[src/design/rsgt_pkg.sv]
package rsgt_pkg;

  localparam int SEQ_W = 16;
  localparam int CNT_W = 32;
  localparam logic [SEQ_W-1:0] HALF_WINDOW = 16'h8000;
  localparam logic [SEQ_W-1:0] ELAPSED_MAX = 16'hFFFF;
  localparam logic [SEQ_W-1:0] TIMEOUT_RESET = 16'd100;

  typedef enum logic [1:0] {
    MODE_NORMAL     = 2'd0,
    MODE_WAITING    = 2'd1,
    MODE_RECOVERING = 2'd2
  } mode_t;

  typedef enum logic [3:0] {
    EV_FIRST       = 4'd0,
    EV_IN_ORDER    = 4'd1,
    EV_GAP_OPENED  = 4'd2,
    EV_STALE       = 4'd3,
    EV_FILLED      = 4'd4,
    EV_LOST_NEW    = 4'd5,
    EV_LOST_RESUME = 4'd6,
    EV_TIMEOUT     = 4'd7,
    EV_RESUME      = 4'd8,
    EV_IDLE_TICK   = 4'd9
  } event_t;

  // op codes of an input beat
  localparam logic OP_PACKET = 1'b0;
  localparam logic OP_TICK   = 1'b1;

  typedef struct packed {
    mode_t            mode;
    logic             started;
    logic [SEQ_W-1:0] expected;
    logic [SEQ_W-1:0] hole_first;
    logic [SEQ_W-1:0] hole_last;
    logic [SEQ_W-1:0] elapsed;
  } track_state_t;

  typedef struct packed {
    logic seen;
    logic stale;
    logic opened;
    logic filled;
    logic lost;
  } stat_inc_t;

  typedef struct packed {
    logic             valid;
    logic             recovered;
    logic [SEQ_W-1:0] start;
    logic [SEQ_W-1:0] last;
  } closed_span_t;

  // a is after b in the modular half window
  function automatic logic seq_after(input logic [SEQ_W-1:0] a, input logic [SEQ_W-1:0] b);
    logic [SEQ_W-1:0] d;
    d = a - b;
    return (d < HALF_WINDOW) && (a != b);
  endfunction

endpackage

[src/design/rtp_sequence_gap_tracker_top.sv]
// RTP sequence gap tracker. Each input beat is either a packet carrying a
// 16-bit sequence number (op 0) or a one millisecond tick (op 1), and each
// one yields exactly one result beat with the tracker mode after the step,
// an event code, the gap record closed by the step (if any), the expected
// sequence number and five wrapping 32-bit statistics counters. Sequence
// numbers are compared in a modular half window. A beat goes through an
// input register, one pass of compare and increment logic, and a result
// register, so one beat is taken every cycle while the input is not stalled;
// the result is presented once the beat has passed through the input
// register and the result register. The input stalls only while both
// registers hold a beat and the result is stalled. timeout_ticks is
// written over its own valid/ready port (always ready, reset value 100)
// and should be changed only while no beat is in flight.
module rtp_sequence_gap_tracker_top (
  input  logic                       clk,
  input  logic                       rst,

  // configuration write
  input  logic                       cfg_valid,
  output logic                       cfg_ready,
  input  logic [rsgt_pkg::SEQ_W-1:0] timeout_ticks,

  // input beats
  input  logic                       in_valid,
  output logic                       in_stall,
  input  logic                       op,
  input  logic [rsgt_pkg::SEQ_W-1:0] seq,

  // result beats
  output logic                       out_valid,
  input  logic                       out_stall,
  output logic [1:0]                 fsm_state,
  output logic [3:0]                 event_res,
  output logic                       record_valid,
  output logic                       record_recovered,
  output logic [rsgt_pkg::SEQ_W-1:0] record_start,
  output logic [rsgt_pkg::SEQ_W-1:0] record_end,
  output logic [rsgt_pkg::SEQ_W-1:0] expected_seq,
  output logic [rsgt_pkg::CNT_W-1:0] packets_seen,
  output logic [rsgt_pkg::CNT_W-1:0] stale_count,
  output logic [rsgt_pkg::CNT_W-1:0] gaps_opened,
  output logic [rsgt_pkg::CNT_W-1:0] gaps_filled,
  output logic [rsgt_pkg::CNT_W-1:0] gaps_lost
);

  // configured timeout
  logic [rsgt_pkg::SEQ_W-1:0] timeout_reg;

  // input register
  logic                       in_full;
  logic                       in_op;
  logic [rsgt_pkg::SEQ_W-1:0] in_seq;

  // result register
  logic                       res_full;
  rsgt_pkg::event_t           res_ev;
  rsgt_pkg::closed_span_t     res_rec;

  // tracker state
  rsgt_pkg::track_state_t     state;
  rsgt_pkg::track_state_t     state_next;
  rsgt_pkg::event_t           ev_next;
  rsgt_pkg::closed_span_t     rec_next;
  rsgt_pkg::stat_inc_t        inc_next;

  logic                       res_free;
  logic                       process;

  assign cfg_ready = 1'b1;

  // result slot can take a new beat when empty or being drained
  assign res_free = !res_full || !out_stall;
  // the beat in the input register is worked off into the result register
  assign process  = in_full && res_free;
  // input register holds a beat that cannot move on
  assign in_stall = in_full && !res_free;

  always_ff @(posedge clk) begin
    if (rst) begin
      timeout_reg <= rsgt_pkg::TIMEOUT_RESET;
    end else if (cfg_valid && cfg_ready) begin
      timeout_reg <= timeout_ticks;
    end
  end

  // input register
  always_ff @(posedge clk) begin
    if (rst) begin
      in_full <= 1'b0;
    end else if (!in_stall) begin
      in_full <= in_valid;
    end
  end

  always_ff @(posedge clk) begin
    if (in_valid && !in_stall) begin
      in_op  <= op;
      in_seq <= seq;
    end
  end

  rsgt_step u_step (
    .op            (in_op),
    .seq           (in_seq),
    .timeout_ticks (timeout_reg),
    .state         (state),
    .state_next    (state_next),
    .ev            (ev_next),
    .rec           (rec_next),
    .inc           (inc_next)
  );

  // tracker state moves only when a beat enters the result register, so
  // the state and counters seen at the outputs always match the shown beat
  always_ff @(posedge clk) begin
    if (rst) begin
      state <= '{mode:       rsgt_pkg::MODE_NORMAL,
                 started:    1'b0,
                 expected:   '0,
                 hole_first: '0,
                 hole_last:  '0,
                 elapsed:    '0};
    end else if (process) begin
      state <= state_next;
    end
  end

  rsgt_stats u_stats (
    .clk          (clk),
    .rst          (rst),
    .en           (process),
    .inc          (inc_next),
    .packets_seen (packets_seen),
    .stale_count  (stale_count),
    .gaps_opened  (gaps_opened),
    .gaps_filled  (gaps_filled),
    .gaps_lost    (gaps_lost)
  );

  // result register
  always_ff @(posedge clk) begin
    if (rst) begin
      res_full <= 1'b0;
    end else if (res_free) begin
      res_full <= in_full;
    end
  end

  always_ff @(posedge clk) begin
    if (process) begin
      res_ev  <= ev_next;
      res_rec <= rec_next;
    end
  end

  assign out_valid        = res_full;
  assign fsm_state        = state.mode;
  assign event_res        = res_ev;
  assign record_valid     = res_rec.valid;
  assign record_recovered = res_rec.recovered;
  assign record_start     = res_rec.start;
  assign record_end       = res_rec.last;
  assign expected_seq     = state.expected;

endmodule

[src/design/rsgt_step.sv]
module rsgt_step (
  input  logic                        op,
  input  logic [rsgt_pkg::SEQ_W-1:0]  seq,
  input  logic [rsgt_pkg::SEQ_W-1:0]  timeout_ticks,
  input  rsgt_pkg::track_state_t      state,
  output rsgt_pkg::track_state_t      state_next,
  output rsgt_pkg::event_t            ev,
  output rsgt_pkg::closed_span_t      rec,
  output rsgt_pkg::stat_inc_t         inc
);

  logic [rsgt_pkg::SEQ_W-1:0] seq_plus1;
  logic [rsgt_pkg::SEQ_W-1:0] resume;
  logic [rsgt_pkg::SEQ_W-1:0] elapsed_inc;
  logic                       in_hole;
  logic                       past_hole;

  assign seq_plus1   = seq + 16'd1;
  assign resume      = state.hole_last + 16'd1;
  assign in_hole     = !rsgt_pkg::seq_after(state.hole_first, seq)
                       && !rsgt_pkg::seq_after(seq, state.hole_last);
  assign past_hole   = rsgt_pkg::seq_after(seq, state.hole_last);
  assign elapsed_inc = (state.elapsed == rsgt_pkg::ELAPSED_MAX) ? state.elapsed
                                                                 : state.elapsed + 16'd1;

  always_comb begin
    state_next = state;
    ev         = rsgt_pkg::EV_IDLE_TICK;
    rec        = '0;
    inc        = '0;
    if (op == rsgt_pkg::OP_PACKET) begin
      inc.seen = 1'b1;
      case (state.mode)
        rsgt_pkg::MODE_WAITING: begin
          if (in_hole) begin
            inc.filled          = 1'b1;
            rec                 = {1'b1, 1'b1, state.hole_first, state.hole_last};
            state_next.expected = resume;
            state_next.mode     = rsgt_pkg::MODE_NORMAL;
            ev                  = rsgt_pkg::EV_FILLED;
          end else if (past_hole) begin
            inc.lost = 1'b1;
            rec      = {1'b1, 1'b0, state.hole_first, state.hole_last};
            if (rsgt_pkg::seq_after(seq, resume)) begin
              // nested gap right behind the lost one
              inc.opened            = 1'b1;
              state_next.hole_first = resume;
              state_next.hole_last  = seq - 16'd1;
              state_next.elapsed    = '0;
              state_next.expected   = seq_plus1;
              ev                    = rsgt_pkg::EV_LOST_NEW;
            end else begin
              state_next.expected = seq_plus1;
              state_next.mode     = rsgt_pkg::MODE_NORMAL;
              ev                  = rsgt_pkg::EV_LOST_RESUME;
            end
          end else begin
            inc.stale = 1'b1;
            ev        = rsgt_pkg::EV_STALE;
          end
        end
        rsgt_pkg::MODE_RECOVERING: begin
          state_next.expected = seq_plus1;
          state_next.mode     = rsgt_pkg::MODE_NORMAL;
          ev                  = rsgt_pkg::EV_RESUME;
        end
        default: begin
          // normal, and the unused mode code treated alike
          state_next.mode = rsgt_pkg::MODE_NORMAL;
          if (!state.started) begin
            state_next.expected = seq_plus1;
            state_next.started  = 1'b1;
            ev                  = rsgt_pkg::EV_FIRST;
          end else if (seq == state.expected) begin
            state_next.expected = seq_plus1;
            ev                  = rsgt_pkg::EV_IN_ORDER;
          end else if (rsgt_pkg::seq_after(seq, state.expected)) begin
            inc.opened            = 1'b1;
            state_next.hole_first = state.expected;
            state_next.hole_last  = seq - 16'd1;
            state_next.elapsed    = '0;
            state_next.expected   = seq_plus1;
            state_next.mode       = rsgt_pkg::MODE_WAITING;
            ev                    = rsgt_pkg::EV_GAP_OPENED;
          end else begin
            inc.stale = 1'b1;
            ev        = rsgt_pkg::EV_STALE;
          end
        end
      endcase
    end else if (state.mode == rsgt_pkg::MODE_WAITING) begin
      state_next.elapsed = elapsed_inc;
      if (elapsed_inc >= timeout_ticks) begin
        inc.lost        = 1'b1;
        rec             = {1'b1, 1'b0, state.hole_first, state.hole_last};
        state_next.mode = rsgt_pkg::MODE_RECOVERING;
        ev              = rsgt_pkg::EV_TIMEOUT;
      end
    end
  end

endmodule

[src/design/rsgt_stats.sv]
module rsgt_stats (
  input  logic                       clk,
  input  logic                       rst,
  input  logic                       en,
  input  rsgt_pkg::stat_inc_t        inc,
  output logic [rsgt_pkg::CNT_W-1:0] packets_seen,
  output logic [rsgt_pkg::CNT_W-1:0] stale_count,
  output logic [rsgt_pkg::CNT_W-1:0] gaps_opened,
  output logic [rsgt_pkg::CNT_W-1:0] gaps_filled,
  output logic [rsgt_pkg::CNT_W-1:0] gaps_lost
);

  // wrapping counters, each bumped at most once per processed beat when its flag is set
  always_ff @(posedge clk) begin
    if (rst) begin
      packets_seen <= '0;
      stale_count  <= '0;
      gaps_opened  <= '0;
      gaps_filled  <= '0;
      gaps_lost    <= '0;
    end else if (en) begin
      if (inc.seen)   packets_seen <= packets_seen + 32'd1;
      if (inc.stale)  stale_count  <= stale_count + 32'd1;
      if (inc.opened) gaps_opened  <= gaps_opened + 32'd1;
      if (inc.filled) gaps_filled  <= gaps_filled + 32'd1;
      if (inc.lost)   gaps_lost    <= gaps_lost + 32'd1;
    end
  end

endmodule

[config.mk]
export PLATFORM = sky130hd
export DESIGN_NAME = rtp_sequence_gap_tracker_top
export DESIGN_NICKNAME = d
export VERILOG_FILES = /design/src/design/rsgt_pkg.sv /design/src/design/rtp_sequence_gap_tracker_top.sv /design/src/design/rsgt_step.sv /design/src/design/rsgt_stats.sv
export SDC_FILE = /design/constraint.sdc
export NUM_CORES = 1
export LEC_CHECK = 0
export BUFFER_PORTS_ARGS = -buffer_cell sky130_fd_sc_hd__buf_4
export CORE_ASPECT_RATIO = 1.5
export CORE_MARGIN = 1.5
export CORE_UTILIZATION = 52
export DETAILED_ROUTE_END_ITERATION = 12
export PLACE_DENSITY = 0.77
export RECOVER_POWER = 50
export SLEW_MARGIN = 20
export SYNTH_ARGS = -nofsm -noshare
export SYNTH_HDL_FRONTEND = slang
export SYNTH_SLANG_ARGS = --single-unit
export TNS_END_PERCENT = 20
[constraint.sdc]
create_clock -name clk -period 4.05 [get_ports clk]
set_input_delay 0.405 -clock clk [delete_from_list [all_inputs] [get_ports clk]]
set_output_delay 0.405 -clock clk [all_outputs]
set_load 0.005 [all_outputs]
==> Flow_metrics.wiki <==
{| class="wikitable"
! Metric !! Value
|-
| Final weighted congestion in routability-driven placement || 0.974
|-
| Worst-Skew Late Latency || 580 ps
|-
| Post-synthesis cell type count || 77
|-
| Transition time at the pin with the least slew margin || 1440 ps
|-
| Post-synthesis async set-or-reset flop share || 0%
|-
| Count of buffers from port buffering || 255
|-
| Total number of vias || 14700
|-
| Most area-hungry cell type in the Yosys netlist || sky130_fd_sc_hd__dfxtp_1
|-
| Hold Crit Class || in -> reg
|-
| Final worst path period share || 97.2%
|-
| Post-synthesis average cell area || 8.66 sq um
|-
| # diodes || 0
|-
| Post-synthesis cell count || 1837
|-
| Std-Cell Core Area || 0.0302 sq mm
|-
| Number of synthesized flops with an enable pin || 55
|-
| Post-route core utilization || 65.6%
|-
| Vias in the first global route || 14200
|-
| Result of the run || completed
|-
| Critical path class || reg -> reg
|-
| GR Util All Layers || 28.0%
|-
| Placement Rows || 78
|-
| Dominant register cell in the synthesized netlist || sky130_fd_sc_hd__dfxtp_1
|-
| Global-route wire length before repair || 72000 um
|-
| Worst slew slack as a fraction of its limit || 3.99%
|-
| DRC violation count after routing || 0
|-
| Chip height || 217 um
|-
| Required time reported for the critical path endpoint || 4530 ps
|-
| Per-cell routed wire length || 18.0 um
|-
| Maximum clock frequency || 0.254 GHz
|-
| Clock period minus final worst setup slack || 3940 ps
|-
| Synth top area share || 30.8%
|-
| Clock root buffer master || sky130_fd_sc_hd__clkbuf_16
|-
| Max rail drop VDD || 502 uV
|-
| Maximum number of pins on one net before global-route repair || 220
|-
| Power per cell area || 341 mW/mm^2
|-
| Crit Path Max Fanout || 5
|-
| TritonCTS clock tree || done
|-
| Top register by number of flip-flops || state
|-
| Fillcell total || 2568
|-
| Worst setup skew after layout || 18.8 ps
|-
| Leakage dissipation || 0.00738 uW
|-
| Part of the Yosys area used for sequential elements || 41.2%
|-
| DRC violation total after the first TritonRoute iteration || 764
|-
| Vias/cell || 5.80
|-
| Die width || 146 um
|-
| Congestion Overflow GR || 0
|-
| Number of flip-flops under the largest register name || 49
|-
| Post-synthesis instance area || 0.0159 sq mm
|-
| #FFs+latches synth || 300
|-
| Final non-filler cell total || 2540
|-
| Number of nets produced by synthesis || 1961
|-
| Commonest cells post-synth || 245 x sky130_fd_sc_hd__dfxtp_1, 236 x sky130_fd_sc_hd__nor2_1, 128 x sky130_fd_sc_hd__a21oi_1
|-
| I/O pin total || 257
|-
| Number of cells after detailed placement || 2462
|-
| Number of antenna violations at the first check in global routing || 0
|-
| Max Cap Viol || 0
|-
| Critical path launch point type || flip-flop
|-
| Worst-path clk slew || 70 ps
|-
| Hold violation count in the final report || 0
|-
| Arrival @ worst endpoint || 4420 ps
|-
| Synthesis-to-finish area growth || 24.4%
|-
| Setup-failing EPs final || 0
|-
| Yosys warnings || 0
|-
| Most instantiated library cell after synthesis || sky130_fd_sc_hd__dfxtp_1
|-
| Post-route antenna net violation count || 0
|-
| Number of nets in the finished design || 2240
|-
| Routed wire length || 45800 um
|-
| Share of post-route cells with drive strength above 1 || 17.7%
|-
| Max H-tree Level || 1
|-
| Worst-case clock buffer depth || 3
|-
| Dpl hpwl || 33000 um
|-
| Top cells by area in the synthesized netlist || sky130_fd_sc_hd__dfxtp_1 31%, sky130_fd_sc_hd__edfxtp_1 10%, sky130_fd_sc_hd__ha_1 6.8%
|-
| Die ar. || 0.0317 sq mm
|-
| TritonCTS Buffers || 30
|-
| Initial core utilization || 52.8%
|-
| Critical Path End Type || flip-flop
|-
| Clock sink count || 300
|-
| Max-slew violation count || 0
|-
| First-pass iteration count of the detailed router || 5
|}
==> final timing paths <==
| path | startpoint | to | slack, ps | cells after the start |
|---|---|---|---|---|
| min | seq[1] | in_seq[1] | 50 | 1 |
| max reg2reg | state[23] | u_stats.gaps_opened[25] | 110 | 16 |
| min reg2reg | timeout_reg[5] | timeout_reg[5] | 490 | 2 |
| max | state[23] | u_stats.gaps_opened[25] | 110 | 16 |
==> cell type report <==
type                       count  area, sq um  share of cell area (%)
multi-input combinational   1338         8700                    44.0
sequential                   300         6570                    33.2
timing repair buffer         343         2500                    12.6
clock buffer                  31          776                    3.92
tap                          400          500                    2.53
inverter                     103          387                    1.95
clock inverter                25          359                    1.81
==> where the power goes <==
group / internal, uW / switching, uW / leakage [uW]
clock network: 1920 / 1260 / 0.000546
logic: 178 / 258 / 0.00431
registers: 3080 / 47.1 / 0.00252
==> placed cells by master, fill, tap and decap left out, types with 6 or more instances in the layout <==
master and instances:
sky130_fd_sc_hd__and4_1 12, sky130_fd_sc_hd__o31ai_1 9, sky130_fd_sc_hd__bufinv_16 8, sky130_fd_sc_hd__dlygate4sd3_1 15, sky130_fd_sc_hd__or3_1 63, sky130_fd_sc_hd__o21ai_0 66, sky130_fd_sc_hd__inv_1 103, sky130_fd_sc_hd__mux2i_1 37
sky130_fd_sc_hd__xor2_1 54, sky130_fd_sc_hd__nor2_1 234, sky130_fd_sc_hd__and3_1 19, sky130_fd_sc_hd__clkinv_1 6, sky130_fd_sc_hd__inv_6 6, sky130_fd_sc_hd__or4_1 9, sky130_fd_sc_hd__nand2_1 118, sky130_fd_sc_hd__nand4_1 61
sky130_fd_sc_hd__dfxtp_2 7, sky130_fd_sc_hd__edfxtp_1 55, sky130_fd_sc_hd__nand2b_1 6, sky130_fd_sc_hd__dfxtp_1 237, sky130_fd_sc_hd__clkbuf_4 176, sky130_fd_sc_hd__nand3_1 78, sky130_fd_sc_hd__and2_1 31, sky130_fd_sc_hd__a31oi_1 7
sky130_fd_sc_hd__nor2b_1 9, sky130_fd_sc_hd__o211ai_1 13, sky130_fd_sc_hd__xnor2_1 81, sky130_fd_sc_hd__buf_4 87, sky130_fd_sc_hd__a21o_1 19, sky130_fd_sc_hd__ha_1 85, sky130_fd_sc_hd__o21ai_1 21, sky130_fd_sc_hd__nor4_1 27
sky130_fd_sc_hd__a211oi_1 22, sky130_fd_sc_hd__a22o_1 8, sky130_fd_sc_hd__o21a_1 9, sky130_fd_sc_hd__a21oi_1 125, sky130_fd_sc_hd__clkbuf_1 56, sky130_fd_sc_hd__clkbuf_16 33, sky130_fd_sc_hd__nor3_1 27
==> metrics by stage <==
stage	hold WS (ps)	total power (uW)	TNS (ps)	setup slack, ps	cell area, sq um
floorplan	441	3440	0	152	15900
global placement	447	3600	0	62.8	18400
detailed placement	481	3610	-70.6	-25.7	18400
CTS	0.379	6800	0	15.6	19800
global route	27.8	6970	-109	-35.3	19800
finish	45.0	6750	0	114	19800
==> metal layers <==
metal / track usage (%) / wire [um] / up-vias
met4: 18.0 / 3090 / 0
met3: 3.84 / 2550 / 171
met5: 0 / 0 / -
met2: 50.9 / 23400 / 498
met1: 30.5 / 16800 / 6983
li1: - / - / 7073
==> repair_timing <==
action / 4_1_cts / 5_1_grt
cloned: 0 / 2
hold buffers: 15 / 0
endpoints found under the hold margin: 15 / 0
setup buffers: 0 / 5
resized for setup: 5 / 35
pin swaps: 0 / 13
endpoints found under the setup margin: 40 / 118
==> cell families (layout without fill, tap and decap cells) <==
logic type / after synthesis / after routing / synth area share (%)
adders and majority gates: 86 / 86 / 6.76
muxes: 39 / 39 / 2.47
xor gates and xnor gates: 140 / 140 / 7.79
AOI/OAI and AO/OA: 343 / 343 / 13.5
other: 1 / 1 / 0.0236
buffers and inverters: 199 / 502 / 5.32
and+or+nand+nor: 729 / 729 / 22.9
DFF: 300 / 300 / 41.2
==> worst max-delay path, stage by stage, from the launching register on <==
cell	delay (ps)
sky130_fd_sc_hd__dfxtp_1	380
sky130_fd_sc_hd__nand4_1	170
sky130_fd_sc_hd__buf_4	190
sky130_fd_sc_hd__nor3_4	240
sky130_fd_sc_hd__nand3_2	120
sky130_fd_sc_hd__xnor2_2	170
sky130_fd_sc_hd__ha_1	300
sky130_fd_sc_hd__and4_2	290
sky130_fd_sc_hd__nand4_1	100
sky130_fd_sc_hd__mux2i_1	190
sky130_fd_sc_hd__a311oi_2	50
sky130_fd_sc_hd__buf_4	200
sky130_fd_sc_hd__o21ai_2	280
sky130_fd_sc_hd__o211ai_1	190
sky130_fd_sc_hd__o22a_1	270
sky130_fd_sc_hd__or4_1	520
sky130_fd_sc_hd__a21oi_1	160
No activity file was read; power rests on OpenSTA's default activity.
